**config.mk**
```make
export PLATFORM = sky130hd
export DESIGN_NAME = aging_page_replacement_core_flat
export DESIGN_NICKNAME = d
export VERILOG_FILES = /design/src/sv/apr_pkg.sv /design/src/sv/apr_ref_if.sv /design/src/sv/apr_res_if.sv /design/src/sv/aging_page_replacement_core.sv /design/src/sv/apr_frame_store.sv /design/src/sv/apr_scan_unit.sv /design/src/flat_wrapper.sv
export SDC_FILE = /design/constraint.sdc
export NUM_CORES = 1
export LEC_CHECK = 0
export ABC_AREA = 1
export CORE_ASPECT_RATIO = 2
export CORE_UTILIZATION = 35
export DETAILED_ROUTE_END_ITERATION = 7
export DONT_BUFFER_PORTS = 1
export PLACE_DENSITY_LB_ADDON = 0.1
export SYNTH_ARGS = -nofsm -noshare
export SYNTH_HDL_FRONTEND = slang
export SYNTH_SLANG_ARGS = --single-unit
```
**constraint.sdc**
```tcl
create_clock -name clk -period 3.4 [get_ports clk]
set_input_delay 0.17 -clock clk [delete_from_list [all_inputs] [get_ports clk]]
set_output_delay 0.17 -clock clk [all_outputs]
set_load 0.02 [all_outputs]
```
**src/sv/apr_pkg.sv**
```systemverilog
package apr_pkg;

    // Built sizes used as defaults by the top level.
    localparam int FRAMES_DEF    = 16;
    localparam int PAGE_BITS_DEF = 20;
    localparam int AGE_BITS_DEF  = 8;

    // Fixed field widths of the ports.
    localparam int ACTIVE_W     = 5;
    localparam int FRAME_USED_W = 4;

    // Register file of the configuration port.
    localparam int APB_ADDR_W = 3;
    localparam int APB_DATA_W = 32;
    localparam logic [APB_ADDR_W-1:0] REG_ACTIVE_FRAMES = 3'd0;
    localparam logic [ACTIVE_W-1:0]   ACTIVE_RESET      = 5'd16;

    // Control from the sequencer to the scan unit.
    typedef struct packed {
        logic clear;
        logic step;
    } apr_scan_ctl_t;

endpackage

```
**src/sv/apr_ref_if.sv**
```systemverilog
interface apr_ref_if #(
    parameter int PAGE_BITS = apr_pkg::PAGE_BITS_DEF
);
    logic                 valid;
    logic                 ready;
    logic [PAGE_BITS-1:0] page_number;

    modport source (output valid, output page_number, input ready);
    modport sink   (input valid, input page_number, output ready);
endinterface

```
**src/sv/apr_res_if.sv**
```systemverilog
interface apr_res_if;
    logic                              valid;
    logic                              ready;
    logic                              hit;
    logic [apr_pkg::FRAME_USED_W-1:0] frame_used;

    modport source (output valid, output hit, output frame_used, input ready);
    modport sink   (input valid, input hit, input frame_used, output ready);
endinterface

```
**src/sv/aging_page_replacement_core.sv**
```systemverilog
// Aging page replacement core.
// page_ref carries one page reference per request; result returns, for each
// reference, whether the page was resident (hit) and the frame that now holds
// it (frame_used). Both channels use valid/ready; a request moves when both
// are high at a rising edge.
// The APB port holds one register, active_frames at address 0 (reset 16),
// clamped to 1..FRAMES. Write it only while no reference is in flight.
// For each reference, with n the number of active frames, the frames are
// read one per cycle from the frame store, and a single compare unit checks
// each for a page match, a free slot and the smallest age while the shifted
// age is written back. The ST_FIX state then writes the chosen frame.
// page_ref is ready only while the core is idle, so a new reference is taken
// only once the last one has been loaded into the result register.
// The result register lets the next reference be accepted while the last
// result is still waiting; if result stalls, the core holds in its final
// step until the output register is free.
// Reset marks every frame free and sets active_frames to 16; no clearing
// pass is needed.
module aging_page_replacement_core #(
    parameter int FRAMES    = apr_pkg::FRAMES_DEF,
    parameter int PAGE_BITS = apr_pkg::PAGE_BITS_DEF,
    parameter int AGE_BITS  = apr_pkg::AGE_BITS_DEF
) (
    input  logic                           clk,
    input  logic                           rst_n,
    apr_ref_if.sink                        page_ref,
    apr_res_if.source                      result,
    input  logic                           psel,
    input  logic                           penable,
    input  logic                           pwrite,
    input  logic [apr_pkg::APB_ADDR_W-1:0] paddr,
    input  logic [apr_pkg::APB_DATA_W-1:0] pwdata,
    output logic [apr_pkg::APB_DATA_W-1:0] prdata,
    output logic                           pready
);

    localparam int IDX_W = (FRAMES > 1) ? $clog2(FRAMES) : 1;
    localparam int CNT_W = $clog2(FRAMES + 1);
    localparam int CMP_W = (CNT_W > apr_pkg::ACTIVE_W) ? CNT_W : apr_pkg::ACTIVE_W;

    typedef enum logic [1:0] {
        ST_IDLE,
        ST_SCAN,
        ST_LAST,
        ST_FIX
    } state_t;

    state_t                     state_reg;
    logic [apr_pkg::ACTIVE_W-1:0] active_reg;
    logic [PAGE_BITS-1:0]       page_reg;
    logic [CNT_W-1:0]           n_reg;
    logic [CNT_W-1:0]           cnt_reg;
    logic                       rd_pending_reg;
    logic [IDX_W-1:0]           rd_idx_reg;
    logic                       out_valid_reg;
    logic                       out_hit_reg;
    logic [apr_pkg::FRAME_USED_W-1:0] out_frame_reg;

    logic                       accept;
    logic                       load_out;
    logic [CNT_W-1:0]           live_n;
    logic [CMP_W-1:0]           active_ext;
    apr_pkg::apr_scan_ctl_t     scan_ctl;
    logic                       rd_en;
    logic [PAGE_BITS-1:0]       rd_page;
    logic [AGE_BITS-1:0]        rd_age;
    logic                       rd_valid;
    logic [AGE_BITS-1:0]        wb_age;
    logic                       scan_hit;
    logic [IDX_W-1:0]           chosen;
    logic [AGE_BITS-1:0]        chosen_age;
    logic                       age_we;
    logic [IDX_W-1:0]           age_waddr;
    logic [AGE_BITS-1:0]        age_wdata;
    logic                       fix;
    logic                       cfg_write;

    // Configuration port.
    assign pready    = 1'b1;
    assign cfg_write = psel && penable && pwrite && (paddr == apr_pkg::REG_ACTIVE_FRAMES);
    assign prdata    = (paddr == apr_pkg::REG_ACTIVE_FRAMES)
                     ? apr_pkg::APB_DATA_W'(active_reg) : '0;

    always_ff @(posedge clk or negedge rst_n)
    begin
        if (!rst_n)
        begin
            active_reg <= apr_pkg::ACTIVE_RESET;
        end
        else if (cfg_write)
        begin
            active_reg <= pwdata[apr_pkg::ACTIVE_W-1:0];
        end
    end

    // Zero counts as one frame, anything above the built count as all frames.
    assign active_ext = CMP_W'(active_reg);
    always_comb
    begin
        priority if (active_ext == '0)
        begin
            live_n = CNT_W'(1);
        end
        else if (active_ext > CMP_W'(FRAMES))
        begin
            live_n = CNT_W'(FRAMES);
        end
        else
        begin
            live_n = CNT_W'(active_ext);
        end
    end

    assign page_ref.ready = (state_reg == ST_IDLE);
    assign accept         = page_ref.valid && page_ref.ready;
    assign fix            = (state_reg == ST_FIX);
    assign load_out       = fix && (!out_valid_reg || result.ready);
    assign rd_en          = (state_reg == ST_SCAN);
    assign scan_ctl.clear = accept;
    assign scan_ctl.step  = rd_pending_reg;

    assign age_we    = rd_pending_reg || fix;
    assign age_waddr = fix ? chosen : rd_idx_reg;
    assign age_wdata = fix ? chosen_age : wb_age;

    always_ff @(posedge clk or negedge rst_n)
    begin
        if (!rst_n)
        begin
            state_reg      <= ST_IDLE;
            cnt_reg        <= '0;
            n_reg          <= CNT_W'(1);
            rd_pending_reg <= 1'b0;
            out_valid_reg  <= 1'b0;
        end
        else
        begin
            rd_pending_reg <= rd_en;
            rd_idx_reg     <= cnt_reg[IDX_W-1:0];
            if (load_out)
            begin
                out_valid_reg <= 1'b1;
                out_hit_reg   <= scan_hit;
                out_frame_reg <= apr_pkg::FRAME_USED_W'(chosen);
            end
            else if (result.ready)
            begin
                out_valid_reg <= 1'b0;
            end
            unique case (state_reg)
                ST_IDLE:
                begin
                    if (accept)
                    begin
                        page_reg  <= page_ref.page_number;
                        n_reg     <= live_n;
                        cnt_reg   <= '0;
                        state_reg <= ST_SCAN;
                    end
                end
                ST_SCAN:
                begin
                    cnt_reg <= cnt_reg + CNT_W'(1);
                    if (cnt_reg == n_reg - CNT_W'(1))
                    begin
                        state_reg <= ST_LAST;
                    end
                end
                ST_LAST:
                begin
                    state_reg <= ST_FIX;
                end
                ST_FIX:
                begin
                    if (load_out)
                    begin
                        state_reg <= ST_IDLE;
                    end
                end
                default:
                begin
                    state_reg <= ST_IDLE;
                end
            endcase
        end
    end

    assign result.valid      = out_valid_reg;
    assign result.hit        = out_hit_reg;
    assign result.frame_used = out_frame_reg;

    apr_frame_store #(
        .FRAMES    (FRAMES),
        .PAGE_BITS (PAGE_BITS),
        .AGE_BITS  (AGE_BITS),
        .IDX_W     (IDX_W)
    ) u_store (
        .clk        (clk),
        .rst_n      (rst_n),
        .rd_en      (rd_en),
        .rd_addr    (cnt_reg[IDX_W-1:0]),
        .rd_page    (rd_page),
        .rd_age     (rd_age),
        .rd_valid   (rd_valid),
        .age_we     (age_we),
        .age_waddr  (age_waddr),
        .age_wdata  (age_wdata),
        .page_we    (fix),
        .page_waddr (chosen),
        .page_wdata (page_reg)
    );

    apr_scan_unit #(
        .PAGE_BITS (PAGE_BITS),
        .AGE_BITS  (AGE_BITS),
        .IDX_W     (IDX_W)
    ) u_scan (
        .clk         (clk),
        .rst_n       (rst_n),
        .ctl         (scan_ctl),
        .step_idx    (rd_idx_reg),
        .target_page (page_reg),
        .frame_valid (rd_valid),
        .frame_page  (rd_page),
        .frame_age   (rd_age),
        .wb_age      (wb_age),
        .hit         (scan_hit),
        .chosen      (chosen),
        .chosen_age  (chosen_age)
    );

    a_scan_in_range: assert property (@(posedge clk) disable iff (!rst_n)
        (state_reg == ST_SCAN) |-> (cnt_reg < n_reg))
        else $error("scan index beyond active frames");

    a_chosen_active: assert property (@(posedge clk) disable iff (!rst_n)
        fix |-> (CNT_W'(chosen) < n_reg))
        else $error("chosen frame is not active");

    a_read_in_scan: assert property (@(posedge clk) disable iff (!rst_n)
        rd_pending_reg |-> ((state_reg == ST_SCAN) || (state_reg == ST_LAST)))
        else $error("frame data returned outside the scan");

endmodule

```
**src/sv/apr_frame_store.sv**
```systemverilog
module apr_frame_store #(
    parameter int FRAMES    = apr_pkg::FRAMES_DEF,
    parameter int PAGE_BITS = apr_pkg::PAGE_BITS_DEF,
    parameter int AGE_BITS  = apr_pkg::AGE_BITS_DEF,
    parameter int IDX_W     = (FRAMES > 1) ? $clog2(FRAMES) : 1
) (
    input  logic                 clk,
    input  logic                 rst_n,
    input  logic                 rd_en,
    input  logic [IDX_W-1:0]     rd_addr,
    output logic [PAGE_BITS-1:0] rd_page,
    output logic [AGE_BITS-1:0]  rd_age,
    output logic                 rd_valid,
    input  logic                 age_we,
    input  logic [IDX_W-1:0]     age_waddr,
    input  logic [AGE_BITS-1:0]  age_wdata,
    input  logic                 page_we,
    input  logic [IDX_W-1:0]     page_waddr,
    input  logic [PAGE_BITS-1:0] page_wdata
);

    logic [PAGE_BITS-1:0] page_mem [FRAMES];
    logic [AGE_BITS-1:0]  age_mem  [FRAMES];
    logic [FRAMES-1:0]    valid_reg;
    logic [PAGE_BITS-1:0] rd_page_reg;
    logic [AGE_BITS-1:0]  rd_age_reg;
    logic                 rd_valid_reg;

    always_ff @(posedge clk)
    begin
        if (page_we)
        begin
            page_mem[page_waddr] <= page_wdata;
        end
        if (age_we)
        begin
            age_mem[age_waddr] <= age_wdata;
        end
        if (rd_en)
        begin
            rd_page_reg <= page_mem[rd_addr];
            rd_age_reg  <= age_mem[rd_addr];
        end
    end

    // Valid bits are flops so that reset frees every frame at once.
    always_ff @(posedge clk or negedge rst_n)
    begin
        if (!rst_n)
        begin
            valid_reg    <= '0;
            rd_valid_reg <= 1'b0;
        end
        else
        begin
            if (page_we)
            begin
                valid_reg[page_waddr] <= 1'b1;
            end
            if (rd_en)
            begin
                rd_valid_reg <= valid_reg[rd_addr];
            end
        end
    end

    assign rd_page  = rd_page_reg;
    assign rd_age   = rd_age_reg;
    assign rd_valid = rd_valid_reg;

    a_written_frame_valid: assert property (@(posedge clk) disable iff (!rst_n)
        page_we |=> valid_reg[$past(page_waddr)])
        else $error("frame not valid after page write");

endmodule

```
**src/sv/apr_scan_unit.sv**
```systemverilog
module apr_scan_unit #(
    parameter int PAGE_BITS = apr_pkg::PAGE_BITS_DEF,
    parameter int AGE_BITS  = apr_pkg::AGE_BITS_DEF,
    parameter int IDX_W     = 4
) (
    input  logic                   clk,
    input  logic                   rst_n,
    input  apr_pkg::apr_scan_ctl_t ctl,
    input  logic [IDX_W-1:0]       step_idx,
    input  logic [PAGE_BITS-1:0]   target_page,
    input  logic                   frame_valid,
    input  logic [PAGE_BITS-1:0]   frame_page,
    input  logic [AGE_BITS-1:0]    frame_age,
    output logic [AGE_BITS-1:0]    wb_age,
    output logic                   hit,
    output logic [IDX_W-1:0]       chosen,
    output logic [AGE_BITS-1:0]    chosen_age
);

    localparam logic [AGE_BITS-1:0] AGE_TOP = {1'b1, {(AGE_BITS-1){1'b0}}};

    logic                hit_found_reg;
    logic [IDX_W-1:0]    hit_idx_reg;
    logic [AGE_BITS-1:0] hit_age_reg;
    logic                free_found_reg;
    logic [IDX_W-1:0]    free_idx_reg;
    logic                first_reg;
    logic [IDX_W-1:0]    min_idx_reg;
    logic [AGE_BITS-1:0] min_age_reg;
    logic                page_match;
    logic                age_less;
    logic [AGE_BITS-1:0] src_age;

    assign page_match = frame_valid && (frame_page == target_page);
    assign age_less   = frame_age < min_age_reg;

    // A free frame has never been touched, so its age is zero.
    assign wb_age = frame_valid ? (frame_age >> 1) : '0;

    always_ff @(posedge clk or negedge rst_n)
    begin
        if (!rst_n)
        begin
            hit_found_reg  <= 1'b0;
            free_found_reg <= 1'b0;
            first_reg      <= 1'b1;
        end
        else if (ctl.clear)
        begin
            hit_found_reg  <= 1'b0;
            free_found_reg <= 1'b0;
            first_reg      <= 1'b1;
        end
        else if (ctl.step)
        begin
            first_reg <= 1'b0;
            if (!hit_found_reg && page_match)
            begin
                hit_found_reg <= 1'b1;
                hit_idx_reg   <= step_idx;
                hit_age_reg   <= frame_age;
            end
            if (!free_found_reg && !frame_valid)
            begin
                free_found_reg <= 1'b1;
                free_idx_reg   <= step_idx;
            end
            // Ties keep the lower index.
            if (first_reg || age_less)
            begin
                min_idx_reg <= step_idx;
                min_age_reg <= frame_age;
            end
        end
    end

    always_comb
    begin
        priority if (hit_found_reg)
        begin
            chosen  = hit_idx_reg;
            src_age = hit_age_reg;
        end
        else if (free_found_reg)
        begin
            chosen  = free_idx_reg;
            src_age = '0;
        end
        else
        begin
            chosen  = min_idx_reg;
            src_age = min_age_reg;
        end
    end

    assign hit        = hit_found_reg;
    assign chosen_age = (src_age >> 1) | AGE_TOP;

    a_hit_holds: assert property (@(posedge clk) disable iff (!rst_n)
        (hit_found_reg && !ctl.clear) |=> (hit_found_reg && $stable(hit_idx_reg)))
        else $error("hit frame changed during scan");

endmodule
```
**src/flat_wrapper.sv**
```systemverilog
// flat-port wrapper written by rule: the top's interface ports become plain ports
module aging_page_replacement_core_flat 
#(
    parameter int FRAMES    = apr_pkg::FRAMES_DEF,
    parameter int PAGE_BITS = apr_pkg::PAGE_BITS_DEF,
    parameter int AGE_BITS  = apr_pkg::AGE_BITS_DEF
)
  (clk, rst_n, psel, penable, pwrite, paddr, pwdata, prdata, pready, page_ref_valid, page_ref_page_number, page_ref_ready, result_valid, result_hit, result_frame_used, result_ready);
  apr_ref_if #(.PAGE_BITS(PAGE_BITS)) page_ref_i ();
  apr_res_if result_i ();
  input  logic clk;
  input  logic rst_n;
  input  logic psel;
  input  logic penable;
  input  logic pwrite;
  input  logic [apr_pkg::APB_ADDR_W-1:0] paddr;
  input  logic [apr_pkg::APB_DATA_W-1:0] pwdata;
  output logic [apr_pkg::APB_DATA_W-1:0] prdata;
  output logic pready;
  input wire logic [$bits(page_ref_i.valid)-1:0] page_ref_valid;
  input wire logic [$bits(page_ref_i.page_number)-1:0] page_ref_page_number;
  output wire logic [$bits(page_ref_i.ready)-1:0] page_ref_ready;
  output wire logic [$bits(result_i.valid)-1:0] result_valid;
  output wire logic [$bits(result_i.hit)-1:0] result_hit;
  output wire logic [$bits(result_i.frame_used)-1:0] result_frame_used;
  input wire logic [$bits(result_i.ready)-1:0] result_ready;
  assign page_ref_i.valid = page_ref_valid;
  assign page_ref_i.page_number = page_ref_page_number;
  assign page_ref_ready = page_ref_i.ready;
  assign result_valid = result_i.valid;
  assign result_hit = result_i.hit;
  assign result_frame_used = result_i.frame_used;
  assign result_i.ready = result_ready;
  aging_page_replacement_core #(.FRAMES(FRAMES), .PAGE_BITS(PAGE_BITS), .AGE_BITS(AGE_BITS)) u_core (.clk(clk), .rst_n(rst_n), .page_ref(page_ref_i), .result(result_i), .psel(psel), .penable(penable), .pwrite(pwrite), .paddr(paddr), .pwdata(pwdata), .prdata(prdata), .pready(pready));
endmodule
```
# Yosys cells after proc, flatten, opt, wreduce, memory -nomap -nowiden
# Memory sizes are Yosys's and may differ from the RTL's. A register that Yosys moved wholly into a read port is not among the register bits.
# Cells that the tools add are included.
[word_totals]
regBits = 96
mem_count = 2
ramBits = 448
[mem_list]
columns = ["memory", "words", "width", "read_ports", "rd_ports_with_merged_regs", "wr", "line", "source"]
rows = [
  ["u_core.u_store.page_mem", 16, 20, 1, 1, 1, "apr_frame_store.sv:22", "logic [PAGE_BITS-1:0] page_mem [FRAMES];"],
  ["u_core.u_store.age_mem", 16, 8, 1, 1, 1, "apr_frame_store.sv:23", "logic [AGE_BITS-1:0] age_mem [FRAMES];"],
]
[classes]
n_eq_ne = 8
bitwise = 2
n_reduce_logical = 34
muxes = 34
addsub = 2
order_cmp = 5
[ops]
columns = ["operator", "count"]
rows = [
  ["$mux 8", 3],
  ["$eq 20x20->1", 1],
  ["$mux 5", 4],
  ["$mux 1", 16],
  ["$or 16x16->16", 1],
  ["$mux 4", 3],
  ["$reduce_and 4->1", 3],
  ["$lt 4x5->1 const B", 2],
  ["$pmux 5 s2", 1],
  ["$reduce_and 2->1", 5],
  ["$reduce_bool 2->1", 5],
  ["$logic_and 1x1->1", 9],
  ["$lt 8x8->1", 1],
  ["$pmux 2 s4", 1],
  ["$mux 7", 1],
  ["$mux 2", 3],
  ["$reduce_and 3->1", 2],
  ["$add 5x1->5 const B", 1],
  ["$eq 5x5->1", 1],
  ["$gt 5x5->1 const B", 1],
  ["$logic_not 5->1", 1],
  ["$sub 5x1->5 const B", 1],
  ["$bmux 1 s4", 1],
  ["$demux 1 s4", 1],
  ["other kinds (10)", 17],
]

# Longest topological paths before layout
[logic_depth]
depth_word = 7
mapped_depth = 13
ltp_nobuf = 13

# Hierarchy
# From an unflattened synthesis, not the netlist that was laid out.
[hier_totals]
hier_cells = 1943
area_unflattened_um2 = 23466.3
[by_module_without_submodules]
columns = ["mod", "cells_each", "area_each_um2", "n_inst", "seq_area_each_um2"]
rows = [
  ["apr_frame_store", 1465, 19341.0, 1, 14719.1],
  ["aging_page_replacement_core", 242, 2322.2, 1, 1348.8],
  ["apr_scan_unit", 236, 1803.0, 1, 887.1],
]

# Worst setup path before layout
# No wires, ideal clock.
[synth_path]
kind = "register -> register"
start = "register u_core.state_reg[0]"
end = "memory u_core.u_store.page_mem[1][0] (netlist name), enable pin"
path_stages_with_launch = 8
setup_ns = 0.397
path_slack_ns = 0.688
n_path_buf = 2
period_less_slack_ns = 2.712
arrival_ns = 2.315
cell_sequence = "dfrtp_1 -> ha_1 -> buf_4 -> inv_1 -> buf_4 -> nor2_1 -> nand2_1 -> nor2_1"
[synth_between]
elab_chain_cells = 3
[synth_lines]
columns = ["item", "line", "source"]
rows = [
  ["start, declared", "aging_page_replacement_core.sv:48", "state_t state_reg;"],
  ["start signal, assigned", "aging_page_replacement_core.sv:130", "state_reg <= ST_IDLE;"],
  ["start signal, assigned", "aging_page_replacement_core.sv:158", "state_reg <= ST_SCAN;"],
  ["start signal, assigned", "aging_page_replacement_core.sv:166", "state_reg <= ST_LAST;"],
  ["$eq 2x2->1", "aging_page_replacement_core.sv:116", "assign fix = (state_reg == ST_FIX);"],
  ["$mux 1", "apr_frame_store.sv:31", "if (page_we)"],
  ["$mux 1 (implied by the code)", "apr_frame_store.sv:33", "page_mem[page_waddr] <= page_wdata;"],
  ["end, declared", "apr_frame_store.sv:22", ""],
]
# Every way passes these cells.

==> metrics list <==
* Worst hold slack: ~0.072 ns
* H-tree depth reported by CTS: 2
- Counting the fill cells in the layout gives 6,229.
* Number of flops mapped to enable cells by yosys: ~530
* Average wire per standard cell: 22.65 um
* Share of synthesized flip-flops with an asynchronous set or reset: about 6.8%
* Cells after synthesis: 1,825
- Post-placement cell area: ~24,000 sq um
- Synthesis inferred 571 register bits.
* Hold crit path type: in -> reg
- Share of post-route cells with drive strength above 1: 10.51%
* Combined area of all synthesized cells: 23,120 sq um
- Overflow left after global routing: 0
* Cts repair resizes: 0
* Data arrival, critical path: around 2.8 ns
- Sorting the synthesized cells by how often they occur yields 532 x sky130_fd_sc_hd__edfxtp_1, 334 x sky130_fd_sc_hd__nor2_1, 254 x sky130_fd_sc_hd__o21ai_0.
* Transition time at the pin with the least slew margin: 0.8014 ns
- Syn-to-layout area delta: 14.07%
* Clock root cell: sky130_fd_sc_hd__clkbuf_16
- Multi-input combinational cell area: 5283 sq um
- Number of clock buffers inserted by TritonCTS: 53
* Tmin final: 2.357 ns
* Number of vias in the routed layout: 14,070
- Post-detail-place hpwl: roughly 38 mm
* Yosys top cell by area: sky130_fd_sc_hd__edfxtp_1
- Type of destination of the critical path: flip-flop
* Internal cell power: 14.28 mW
- Setup repair after global routing left no endpoint under its margin.
- The share of total power dissipated in the clock network is a little over a quarter.
- At the worst endpoint, the required time is between 3 and 4 ns.
* Via density per instance: around 5
- Global-route wire length before repair: roughly 93 mm
* Highest clock rate: 0.4243 GHz
- Once the floorplan was initialized, standard cells occupied between 30% and 40% of the core.
- Outcome: finished clean
- Total power for the finished layout comes to 22.05 mW.
- The initial antenna violation count was 2.
- Net switching is between 30% and 40% of the power.
- Routed Wire Length: approximately 64 mm
- Yosys printed 0 warnings.
* Design area: roughly 26,000 sq um
- In this run, the combinational gates consume slightly below 30% of the power.
* Register bank with the most flops: u_core.u_store.page_mem
- The register with the most flip-flops in the layout has 320 of them.
* Sequential share of power: approximately 44%
- Counting every sink on the clock net gives about 570.
- Starting DRC count in detailed routing: 844
* Largest registers: u_core.u_store.page_mem (320), u_core.u_store.age_mem (128)
- Horiz. Die Dim: 183.8 um
- Reported leakage power: ~9.0 nW
- Critical path class: reg -> reg
- Nature of the critical path startpoint: flip-flop
* Clock insertion delay at the later pin of the skew report: 0.59 ns
- During I/O placement, the number of pins put on the boundary was 102.
* Final Hold Violating Endpoints: 0
- Top area cells in the synthesized netlist: sky130_fd_sc_hd__edfxtp_1 69%, sky130_fd_sc_hd__o21ai_0 5.5%, sky130_fd_sc_hd__nor2_1 5.4%
- After synthesis, the netlist uses 42 different library cells.
- Worst IR drop on VDD: a little over 0.5 mV
- Proportion of synthesized chip area in sequential cells: 73.32%
- The die covers approximately 67,000 sq um.
* Most instantiated flip-flop cell in the synthesis netlist: sky130_fd_sc_hd__edfxtp_1
- In this run the remaining antenna-violating nets after routing total 0.
* Total DRC errors in the routed layout: 0
- Max Root-Sink Buffers: 3
- Area fraction of the dominant cell type after synthesis: between 60% and 70%
* Vias in the first global route: between 10,000 and 15,000
* Total Nets Final: between 1,500 and 2,000
- Final cycle utilization of the critical path: between 60 and 70%
* Cell with the most instances after synthesis: sky130_fd_sc_hd__edfxtp_1
- Number of instances in the placed design: approximately 2,700
- Pwr/cell area: 835.8 nW/um^2
- Setup total negative slack on the finished layout was measured at 0 ns.
* Final std cells w/o fill: ~2,800
- Clock transition at the registers of the reported paths: roughly 0.060 ns
* Largest net degree at the start of global routing: roughly 140
- Number of rows created at floorplan: between 100 and 150
* Footprint of the flip-flops and latches: about 17,000 sq um
- TritonCTS clock tree: built
- Final RePlAce weighted congestion: around 0.78
- The worst pin sits at a relative slew slack of 46.58%.
- The first TritonRoute pass finished after 5 iterations.
- Post-CTS setup buffer count: 0
* Port Buffers: 0
- Aggregate global-route resource usage: about a fifth
- Per-instance average area after synthesis: between 10 and 15 sq um
* Max Cap Viol: 0
- Floorplan core area: between 60,000 and 70,000 sq um
* Die Y: about 370 um
* Final count of pins violating max slew: 0
- The analysis attributes to net switching a power of roughly 8 mW.
- Worst setup skew after layout: 0.01568 ns
- In this run the worst path has a maximum fanout of between 100 and 150.
- Setup violations, final: 0
## timing repair
action                                  4_1_cts  5_1_grt
endpoints found under the setup margin        0        0
hold buffers                                 39        0
hold endpoints to repair                     73        0
## layout by cell type (no fill, tap or decap), types with 8 or more instances in the layout
master                          count
sky130_fd_sc_hd__dlygate4sd3_1     38
sky130_fd_sc_hd__o211ai_1          44
sky130_fd_sc_hd__o221ai_1          17
sky130_fd_sc_hd__a21oi_1           16
sky130_fd_sc_hd__nor2_1           320
sky130_fd_sc_hd__buf_12             8
sky130_fd_sc_hd__nor2_2            18
sky130_fd_sc_hd__nand3_1           85
sky130_fd_sc_hd__buf_4             64
sky130_fd_sc_hd__conb_1            28
sky130_fd_sc_hd__o21ai_0          254
sky130_fd_sc_hd__o22ai_1           60
sky130_fd_sc_hd__clkbuf_16         55
sky130_fd_sc_hd__inv_1             66
sky130_fd_sc_hd__dfrtp_1           33
sky130_fd_sc_hd__edfxtp_1         532
sky130_fd_sc_hd__clkinv_2          10
sky130_fd_sc_hd__nand2_1          170
sky130_fd_sc_hd__clkinv_1          16
sky130_fd_sc_hd__ha_1              12
## stage by stage
| stage | util (%) | worst slack, ns |
|---|---|---|
| floorplan | - | 0.6883 |
| global placement | 37.03 | 1.013 |
| detailed placement | 37.03 | 0.9715 |
| CTS | 40.23 | 0.9459 |
| global route | 40.23 | 0.8519 |
| finish | 40.23 | 1.043 |
## critical path: stages, from the launching register on
cell	delay (ns)
sky130_fd_sc_hd__dfrtp_4	0.64
sky130_fd_sc_hd__buf_12	0.47
sky130_fd_sc_hd__o21ai_0	0.20
sky130_fd_sc_hd__o211ai_1	0.37
sky130_fd_sc_hd__nand3_1	0.17
sky130_fd_sc_hd__nand3_1	0.13
## power by group through the flow
stage               sequential, mW  clock [mW]  combinational [mW]
global placement              9.83           0                6.40
global route                  9.80        6.32                7.16
floorplan                     9.57           0                4.39
CTS                           9.72        6.09                6.58
detailed placement            9.86           0                6.49
finish                        9.70        5.92                6.42
## cell families (layout without fill, tap and decap cells)
logic type      count (synthesis)  count (layout)  synth area share, %
compound gates                407             407                10.12
xor+xnor                       11              11               0.4166
flops                         571             571                73.32
buf+inv                       201             282                4.464
fa+ha+maj                      13              13               0.7034
other cells                     2              29              0.03248
simple gates                  620             620                10.95
## path summary, 6_finish.rpt
path | startpoint | end | slack, ns | cells after the start
max in group asynchronous | rst_n | u_core.n_reg[0]$_DFFE_PN1P_ | 3.05 | 2
min in group asynchronous | rst_n | u_core.n_reg[3]$_DFFE_PN0P_ | 0.08 | 2
worst max-delay path | u_core.cnt_reg[1]$_DFFE_PN0P_ | u_core.u_store.rd_age[5]$_DFFE_PP_ | 1.04 | 5
worst min-delay path | rst_n | u_core.result.frame_used[2]$_DFFE_PP_ | 0.07 | 2
worst min register to register | u_core.u_store.valid_reg[7]$_DFFE_PN0P_ | u_core.u_store.valid_reg[7]$_DFFE_PN0P_ | 0.46 | 2
worst max register to register | u_core.cnt_reg[1]$_DFFE_PN0P_ | u_core.u_store.rd_age[5]$_DFFE_PP_ | 1.04 | 5
## area by class of cell
cell class                 count  share of cell area, %
sequential                   571                  64.31
multi-input combinational   1079                  20.03
clock buffer                  61                  5.303
tap                          877                  4.160
timing repair buffer         111                  3.975
inverter                      75                  1.115
clock inverter                35                  1.100
antenna                        1               0.009487
## metal layers
metal,track usage (%),routed length (um),vias up
met4,6.667,1936,0
met5,0,0,-
met2,38.36,36470,277
met1,20.55,23460,7076
met3,1.978,1774,93
li1,-,-,6626
No activity file was read; power rests on OpenSTA's default activity.
